===== src/rtl/bfmr_pkg.sv =====
// Types and constants of the broadcast FIFO.
package bfmr_pkg;

  localparam int unsigned CFG_W  = 4;
  localparam int unsigned CIDX_W = 3;
  localparam int unsigned WORD_W = 32;

  typedef enum logic [1:0] {
    OP_PUSH  = 2'd0,
    OP_POP   = 2'd1,
    OP_CLEAR = 2'd2,
    OP_NOP   = 2'd3
  } opcode_e;

  typedef enum logic [1:0] {
    ST_OK     = 2'd0,
    ST_FULL   = 2'd1,
    ST_EMPTY  = 2'd2,
    ST_BADIDX = 2'd3
  } status_e;

  typedef struct packed {
    logic    done;
    status_e status;
    logic    pop_ok;
  } ctrl_res_t;

endpackage


===== src/rtl/broadcast_fifo_multi_reader_top.sv =====
// Top level of the broadcast FIFO with several readers.
//
// Broadcast ring FIFO of DEPTH slots. Each pushed word must be popped once by
// every active consumer (1..MAX_CONSUMERS, set by the configuration register)
// before its slot is freed. A command beat is taken whenever start is high;
// busy never rises, so one command per cycle is accepted without gaps. Each
// command returns exactly one result beat on done_o: it passes the command
// register and then the bookkeeping logic, whose result register is loaded
// together with the registered read of the slot memory. The receiver cannot
// stall, so results must be taken on the cycle they appear. Refusals (full,
// empty, bad consumer index) leave the state untouched and return zero pop
// data. The consumer count may only be written while no command is in
// flight; it takes effect from the next push.
module broadcast_fifo_multi_reader_top import bfmr_pkg::*; #(
  parameter int unsigned DEPTH         = 16,
  parameter int unsigned MAX_CONSUMERS = 8,
  parameter int unsigned DATA_WIDTH    = 32
) (
  input  logic              clk_i,
  input  logic              rst_ni,
  // command beat
  input  logic              start,
  output logic              busy,
  input  logic [1:0]        opcode_i,
  input  logic [CIDX_W-1:0] consumer_index_i,
  input  logic [WORD_W-1:0] push_data_i,
  // result beat
  output logic              done_o,
  output logic [1:0]        status_o,
  output logic [WORD_W-1:0] pop_data_o,
  // configuration write
  input  logic              cfg_valid_i,
  output logic              cfg_ready_o,
  input  logic [CFG_W-1:0]  cfg_wdata_i
);

  // stored word width: the data port carries at most WORD_W bits
  localparam int unsigned STORE_W = (DATA_WIDTH < WORD_W) ? DATA_WIDTH : WORD_W;
  localparam int unsigned PTR_W   = $clog2(DEPTH);

  // command register
  logic               vld_q;
  opcode_e            op_q;
  logic [CIDX_W-1:0]  cidx_q;
  logic [STORE_W-1:0] data_q;

  logic [CFG_W-1:0]   consumers_q;

  ctrl_res_t          res_d, res_q;
  logic               mem_we;
  logic [PTR_W-1:0]   mem_waddr, mem_raddr;
  logic [STORE_W-1:0] mem_rdata;

  assign busy        = 1'b0;
  assign cfg_ready_o = 1'b1;

  always_ff @(posedge clk_i or negedge rst_ni) begin
    if (!rst_ni) begin
      consumers_q <= CFG_W'(1);
    end else if (cfg_valid_i && cfg_ready_o) begin
      consumers_q <= cfg_wdata_i;
    end
  end

  always_ff @(posedge clk_i or negedge rst_ni) begin
    if (!rst_ni) begin
      vld_q <= 1'b0;
    end else begin
      vld_q <= start && !busy;
    end
  end

  always_ff @(posedge clk_i) begin
    if (start && !busy) begin
      op_q   <= opcode_e'(opcode_i);
      cidx_q <= consumer_index_i;
      data_q <= push_data_i[STORE_W-1:0];
    end
  end

  bfmr_ctrl #(
    .DEPTH        (DEPTH),
    .MAX_CONSUMERS(MAX_CONSUMERS)
  ) u_ctrl (
    .clk_i      (clk_i),
    .rst_ni     (rst_ni),
    .vld_i      (vld_q),
    .op_i       (op_q),
    .cidx_i     (cidx_q),
    .consumers_i(consumers_q),
    .res_o      (res_d),
    .mem_we_o   (mem_we),
    .mem_waddr_o(mem_waddr),
    .mem_raddr_o(mem_raddr)
  );

  // read data lands in the same cycle as the result register
  bfmr_mem #(
    .DEPTH(DEPTH),
    .WIDTH(STORE_W)
  ) u_mem (
    .clk_i  (clk_i),
    .we_i   (mem_we),
    .waddr_i(mem_waddr),
    .wdata_i(data_q),
    .raddr_i(mem_raddr),
    .rdata_o(mem_rdata)
  );

  always_ff @(posedge clk_i or negedge rst_ni) begin
    if (!rst_ni) begin
      res_q <= '0;
    end else begin
      res_q <= res_d;
    end
  end

  assign done_o     = res_q.done;
  assign status_o   = res_q.status;
  assign pop_data_o = res_q.pop_ok ? WORD_W'(mem_rdata) : '0;

endmodule


===== src/rtl/bfmr_mem.sv =====
// Slot word memory: one write port, one registered read port.
module bfmr_mem #(
  parameter int unsigned DEPTH = 16,
  parameter int unsigned WIDTH = 32
) (
  input  logic                     clk_i,
  input  logic                     we_i,
  input  logic [$clog2(DEPTH)-1:0] waddr_i,
  input  logic [WIDTH-1:0]         wdata_i,
  input  logic [$clog2(DEPTH)-1:0] raddr_i,
  output logic [WIDTH-1:0]         rdata_o
);

  logic [WIDTH-1:0] mem_q [DEPTH];
  logic [WIDTH-1:0] rdata_q;

  always_ff @(posedge clk_i) begin
    if (we_i) begin
      mem_q[waddr_i] <= wdata_i;
    end
  end

  always_ff @(posedge clk_i) begin
    rdata_q <= mem_q[raddr_i];
  end

  assign rdata_o = rdata_q;

endmodule


===== src/rtl/bfmr_ctrl.sv =====
// Pointer, pending-reader count and credit bookkeeping.
module bfmr_ctrl import bfmr_pkg::*; #(
  parameter int unsigned DEPTH         = 16,
  parameter int unsigned MAX_CONSUMERS = 8
) (
  input  logic                     clk_i,
  input  logic                     rst_ni,
  input  logic                     vld_i,
  input  opcode_e                  op_i,
  input  logic [CIDX_W-1:0]        cidx_i,
  input  logic [CFG_W-1:0]         consumers_i,
  output ctrl_res_t                res_o,
  output logic                     mem_we_o,
  output logic [$clog2(DEPTH)-1:0] mem_waddr_o,
  output logic [$clog2(DEPTH)-1:0] mem_raddr_o
);

  localparam int unsigned PTR_W  = $clog2(DEPTH);
  localparam int unsigned CNT_W  = $clog2(MAX_CONSUMERS + 1);
  localparam int unsigned CRED_W = $clog2(DEPTH + 1);
  localparam int unsigned RIDX_W = (MAX_CONSUMERS > 1) ? $clog2(MAX_CONSUMERS) : 1;

  logic [CNT_W-1:0]  cnt_q  [DEPTH];
  logic [CNT_W-1:0]  cnt_d  [DEPTH];
  logic [PTR_W-1:0]  rptr_q [MAX_CONSUMERS];
  logic [PTR_W-1:0]  rptr_d [MAX_CONSUMERS];
  logic [PTR_W-1:0]  wptr_q, wptr_d;
  logic [CRED_W-1:0] cred_q, cred_d;

  logic [CNT_W-1:0]  eff;
  logic [RIDX_W-1:0] ridx;
  logic [PTR_W-1:0]  rptr;
  logic [PTR_W-1:0]  addr;
  logic [CNT_W-1:0]  cnt_rd;
  logic              bad_idx;

  function automatic logic [PTR_W-1:0] ptr_inc(input logic [PTR_W-1:0] p);
    return (p == PTR_W'(DEPTH - 1)) ? '0 : p + 1'b1;
  endfunction

  // Out-of-range consumer counts are clamped to 1..MAX_CONSUMERS
  always_comb begin
    if (consumers_i == '0) begin
      eff = CNT_W'(1);
    end else if (32'(consumers_i) > 32'(MAX_CONSUMERS)) begin
      eff = CNT_W'(MAX_CONSUMERS);
    end else begin
      eff = CNT_W'(consumers_i);
    end
  end

  assign ridx    = RIDX_W'(cidx_i);
  assign bad_idx = 32'(cidx_i) >= 32'(eff);
  assign rptr    = bad_idx ? '0 : rptr_q[ridx];
  assign addr    = (op_i == OP_POP) ? rptr : wptr_q;
  assign cnt_rd  = cnt_q[addr];

  always_comb begin
    cnt_d        = cnt_q;
    rptr_d       = rptr_q;
    wptr_d       = wptr_q;
    cred_d       = cred_q;
    res_o.done   = vld_i;
    res_o.status = ST_OK;
    res_o.pop_ok = 1'b0;
    mem_we_o     = 1'b0;
    if (vld_i) begin
      unique case (op_i)
        OP_PUSH: begin
          if (cred_q == '0 || cnt_rd != '0) begin
            res_o.status = ST_FULL;
          end else begin
            cnt_d[wptr_q] = eff;
            wptr_d        = ptr_inc(wptr_q);
            cred_d        = cred_q - 1'b1;
            mem_we_o      = 1'b1;
          end
        end
        OP_POP: begin
          if (bad_idx) begin
            res_o.status = ST_BADIDX;
          end else if (cnt_rd == '0) begin
            res_o.status = ST_EMPTY;
          end else begin
            cnt_d[rptr]  = cnt_rd - 1'b1;
            rptr_d[ridx] = ptr_inc(rptr);
            res_o.pop_ok = 1'b1;
            // last reader hands the slot back
            if (cnt_rd == CNT_W'(1) && cred_q < CRED_W'(DEPTH)) begin
              cred_d = cred_q + 1'b1;
            end
          end
        end
        OP_CLEAR: begin
          for (int i = 0; i < DEPTH; i++) cnt_d[i] = '0;
          for (int i = 0; i < MAX_CONSUMERS; i++) rptr_d[i] = '0;
          wptr_d = '0;
          cred_d = CRED_W'(DEPTH);
        end
        OP_NOP: ;
        default: ;
      endcase
    end
  end

  assign mem_waddr_o = wptr_q;
  assign mem_raddr_o = rptr;

  always_ff @(posedge clk_i or negedge rst_ni) begin
    if (!rst_ni) begin
      for (int i = 0; i < DEPTH; i++) cnt_q[i] <= '0;
      for (int i = 0; i < MAX_CONSUMERS; i++) rptr_q[i] <= '0;
      wptr_q <= '0;
      cred_q <= CRED_W'(DEPTH);
    end else begin
      cnt_q  <= cnt_d;
      rptr_q <= rptr_d;
      wptr_q <= wptr_d;
      cred_q <= cred_d;
    end
  end

endmodule


===== config.mk =====
export PLATFORM = sky130hd
export DESIGN_NAME = broadcast_fifo_multi_reader_top
export DESIGN_NICKNAME = d
export VERILOG_FILES = /design/src/rtl/bfmr_pkg.sv /design/src/rtl/broadcast_fifo_multi_reader_top.sv /design/src/rtl/bfmr_mem.sv /design/src/rtl/bfmr_ctrl.sv
export SDC_FILE = /design/constraint.sdc
export NUM_CORES = 1
export LEC_CHECK = 0
export BUFFER_PORTS_ARGS = -buffer_cell sky130_fd_sc_hd__buf_4
export CAP_MARGIN = 20
export CORE_MARGIN = 8
export CORE_UTILIZATION = 44
export CTS_CLUSTER_SIZE = 30
export DETAILED_ROUTE_END_ITERATION = 7
export PLACE_DENSITY = 0.67
export REMOVE_ABC_BUFFERS = 1
export SETUP_SLACK_MARGIN = 0.2
export SLEW_MARGIN = 20
export SYNTH_ARGS = -nofsm -noshare
export SYNTH_HDL_FRONTEND = slang
export SYNTH_SLANG_ARGS = --single-unit

===== constraint.sdc =====
create_clock -name clk_i -period 6.3 [get_ports clk_i]
set_input_delay 0.63 -clock clk_i [delete_from_list [all_inputs] [get_ports clk_i]]
set_output_delay 0.63 -clock clk_i [all_outputs]
set_load 0.01 [all_outputs]

==> impl_metrics.json <==
{
  "avgSynthCellArea_um2": 12.22,
  "drc": 0,
  "vias": 20040,
  "rows": 95,
  "cts_buffer_depth": 3,
  "hold_buffers": 0,
  "nNetsFinal": 2511,
  "finalHoldViolations": 0,
  "cts_setup_buffers": 0,
  "ant_nets": 0,
  "use_met3": 0.03172,
  "r2r_slack_ps": 560,
  "gr-total-overflow": 0,
  "first_pass_iters": 6,
  "run_status": "completed",
  "syn_to_final_growth_pct": 13.46,
  "ys.flop_type": "edfxtp_1",
  "rsz0062_at_grt": "no",
  "synth_area_um2": 29490,
  "path_max_fanout": 23,
  "gp_congestion": 0.9265,
  "synth-edff-count": 549,
  "antenna_cells": 0,
  "cpPeakStageDelay_ps": 490,
  "path_cells": "inv_2 -> o21ai_1 -> inv_1 -> ha_1 -> nand2b_1 -> a211o_1 -> a2111oi_2 -> a21o_1 -> mux4_2 -> a22oi_1 -> o221ai_2 -> inv_1 -> ha_1 -> a21boi_0 -> nand2_1 -> nor2_1 -> buf_4 -> and3_2 -> buf_12",
  "antenna_found_initial": 1,
  "cellPowerDensity_nw_per_um2": 387.3,
  "ys_warn_count": 0,
  "critPathTopFamily": "compound AO/OA/AOI/OAI gates",
  "fin_crit_sh": 0.9115,
  "peakVddDrop_v": 0.0002865,
  "synthCells": 2413,
  "required_ps": 6610,
  "ios": 82,
  "htree_num_levels": 3,
  "drv_cap": 0,
  "setup_viol": 0,
  "start_kind": "flip-flop",
  "clkSlewWorstSetupHoldPaths_ps": 60,
  "drv_slew": 0,
  "worst_pin_slew_ps": 1186,
  "hold_path.class": "input pin to asynchronous set/reset pin",
  "top_usage_layer": "met2",
  "cts_tree": "done",
  "end_kind": "flip-flop",
  "drive_gt1_frac": 0.1231,
  "gr-usage-met2": 0.3484,
  "ys_types": 78,
  "die-area_um2": 75560,
  "p_leak_uw": 0.01214,
  "drt_wl_total_um": 80150,
  "synthAdderAreaFrac": 0.009164,
  "slowest_stage": "a2111oi_2",
  "skew_ps": 30.80,
  "yosys.area_share.simple": 0.1448,
  "relSlewSlack": 0.2067,
  "clock.fmax_mhz": 174.1,
  "power_uw": 12960,
  "timing.hold.ws_ps": 36.86,
  "fp.dieH_um": 274.9,
  "period_needed_ps": 5742,
  "io_buffers": 79,
  "ys_seq_elements": 695,
  "critical_path_class": "flip-flop to flip-flop",
  "dp_hpwl_um": 48310,
  "use_met1": 0.2836,
  "grt_pass1_wl_um": 122400,
  "die_w_um": 274.9,
  "core_area_um2": 66800,
  "synth_top_family_by_area": "simple AND/OR/NAND/NOR gates",
  "grt_pass1_vias": 19790,
  "via_per_inst": 5.937,
  "drtIter0Drc": 1996,
  "ys_async_sr_fraction": 0.1640,
  "start_util": 0.4415,
  "wl_per_cell_um": 23.75,
  "cts_made_buffers": 72,
  "track_usage": 0.2101,
  "cts.sinks": 695,
  "synth_compound_area_frac": 0.1142,
  "clockRootBuffer": "clkbuf_16",
  "yosysSeqAreaShare": 0.6776,
  "synth_xor_area_frac": 0.001739,
  "cts_resized": 0,
  "path_buf_inv": 5,
  "num-fill-cells": 5740,
  "grt_max_degree": 197,
  "crit_arrival_ps": 6050,
  "synth.area.mux_share": 0.02465,
  "clock_latency_ps": 630
}
==> power by group <==
group | total [µW] | switching (µW) | internal, µW
sequential | 5670 | 329 | 5340
clock | 4100 | 1790 | 2320
combinational | 3190 | 2110 | 1080
total | 13000 | 4230 | 8730
==> cells in the mapped netlist (39+ instances only) <==
| master | number | area, µm² |
|---|---|---|
| and3_1 | 79 | 494.2 |
| nand2_1 | 615 | 2308 |
| a22o_1 | 51 | 446.7 |
| a31oi_1 | 39 | 244.0 |
| a21oi_1 | 85 | 425.4 |
| mux2i_1 | 40 | 400.4 |
| nor2_1 | 49 | 183.9 |
| edfxtp_1 | 549 | 16490 |
| and2_1 | 39 | 244.0 |
| clkbuf_1 | 136 | 510.5 |
| o22ai_1 | 45 | 281.5 |
| a311oi_1 | 96 | 840.8 |
| nand3_1 | 136 | 680.7 |
| dfrtp_1 | 112 | 2803 |
==> metal layers <==
| layer | vias to the layer above | part of all wire |
|---|---|---|
| li1 | 8995 | - |
| met1 | 10050 | 0.42 |
| met2 | 834 | 0.48 |
| met3 | 154 | 0.064 |
| met4 | 0 | 0.030 |
| met5 | - | 0 |
==> stage by stage <==
| step | area, µm² | TNS (ps) | instances | setup slack (ps) | util |
|---|---|---|---|---|---|
| final | 33460 | 0 | 3375 | 557.6 | 0.5009 |
| after global routing | 33460 | 0 | 3375 | 295.3 | 0.5009 |
| after detailed placement | 31180 | 0 | 3244 | 640.6 | 0.4668 |
| after global placement | 31180 | 0 | 3244 | 711.5 | 0.4668 |
| after CTS | 33460 | 0 | 3375 | 609.4 | 0.5009 |
| after floorplan | 28770 | -2665400 | 2240 | -12620 | - |
==> layout make-up <==
type                    count  area (µm²)  area share
clock buffers              98        1939     0.05796
clock inverters            33       340.3     0.01017
inverters                  26       105.1    0.003141
multi-input cells        1519        8755      0.2616
flip-flops and latches    695       19980      0.5972
well taps                 873        1092     0.03265
repair buffers            131        1246     0.03724
==> cells in the final DEF (no fill, tap or decap), types with 38 or more instances in the layout <==
cell type,n
a311oi_1,96
a21oi_1,85
and2_1,38
edfxtp_1,549
clkbuf_16,72
and3_1,67
buf_4,110
mux2i_1,40
nor2_1,46
nand2_1,615
a22o_1,51
a31oi_1,39
nand3_1,136
dfrtp_1,112
o22ai_1,45
==> worst paths after layout <==
kind	start	cells after the start	endpoint
worst max-delay path	consumers_q[3]$_DFFE_PN0P_	19	u_mem.mem_q[2][14]$_DFFE_PP_
worst min-delay path	rst_ni	1	u_ctrl.cnt_q[3]$_DFFE_PN0P_
worst max register to register	consumers_q[3]$_DFFE_PN0P_	19	u_mem.mem_q[2][14]$_DFFE_PP_
worst min register to register	u_ctrl.rptr_q[17]$_DFFE_PN0P_	1	u_ctrl.rptr_q[17]$_DFFE_PN0P_
max in group asynchronous	rst_ni	2	u_ctrl.cnt_q[40]$_DFFE_PN0P_
min in group clk_i	push_data_i[27]	1	data_q[27]$_DFFE_PP_
==> worst reg2reg max path: stages (launching register included) <==
cell and delay, ps:
dfrtp_1 410, inv_2 300, o21ai_1 150, inv_1 90, ha_1 230, nand2b_1 160
a211o_1 410, a2111oi_2 490, a21o_1 410, mux4_2 370, a22oi_1 250, o221ai_2 160
inv_1 120, ha_1 200, a21boi_0 310, nand2_1 180, nor2_1 270, buf_4 240
and3_2 400, buf_12 240
==> logic make-up after synthesis <==
group | after synthesis
adder cells (fa/ha/maj) | 21
buffers and inverters | 199
AND/OR/NAND/NOR | 976
flip-flops | 695
AO/OA/AOI/OAI | 452
other | 2
XOR/XNOR | 5
multiplexers | 63
==> registers in the layout, summed over array words and instances (netlist names) <==
register / count
vld_q: 1
u_ctrl.mem_waddr_o: 4
status_o: 2
u_mem.mem_q: 512
u_ctrl.cnt_q: 64
consumers_q: 4
u_ctrl.rptr_q: 32
op_q: 2
res_q: 1
done_o: 1
u_mem.rdata_o: 32
u_ctrl.cred_q: 5
cidx_q: 3
data_q: 32
Power figures use the tool's default switching activity.
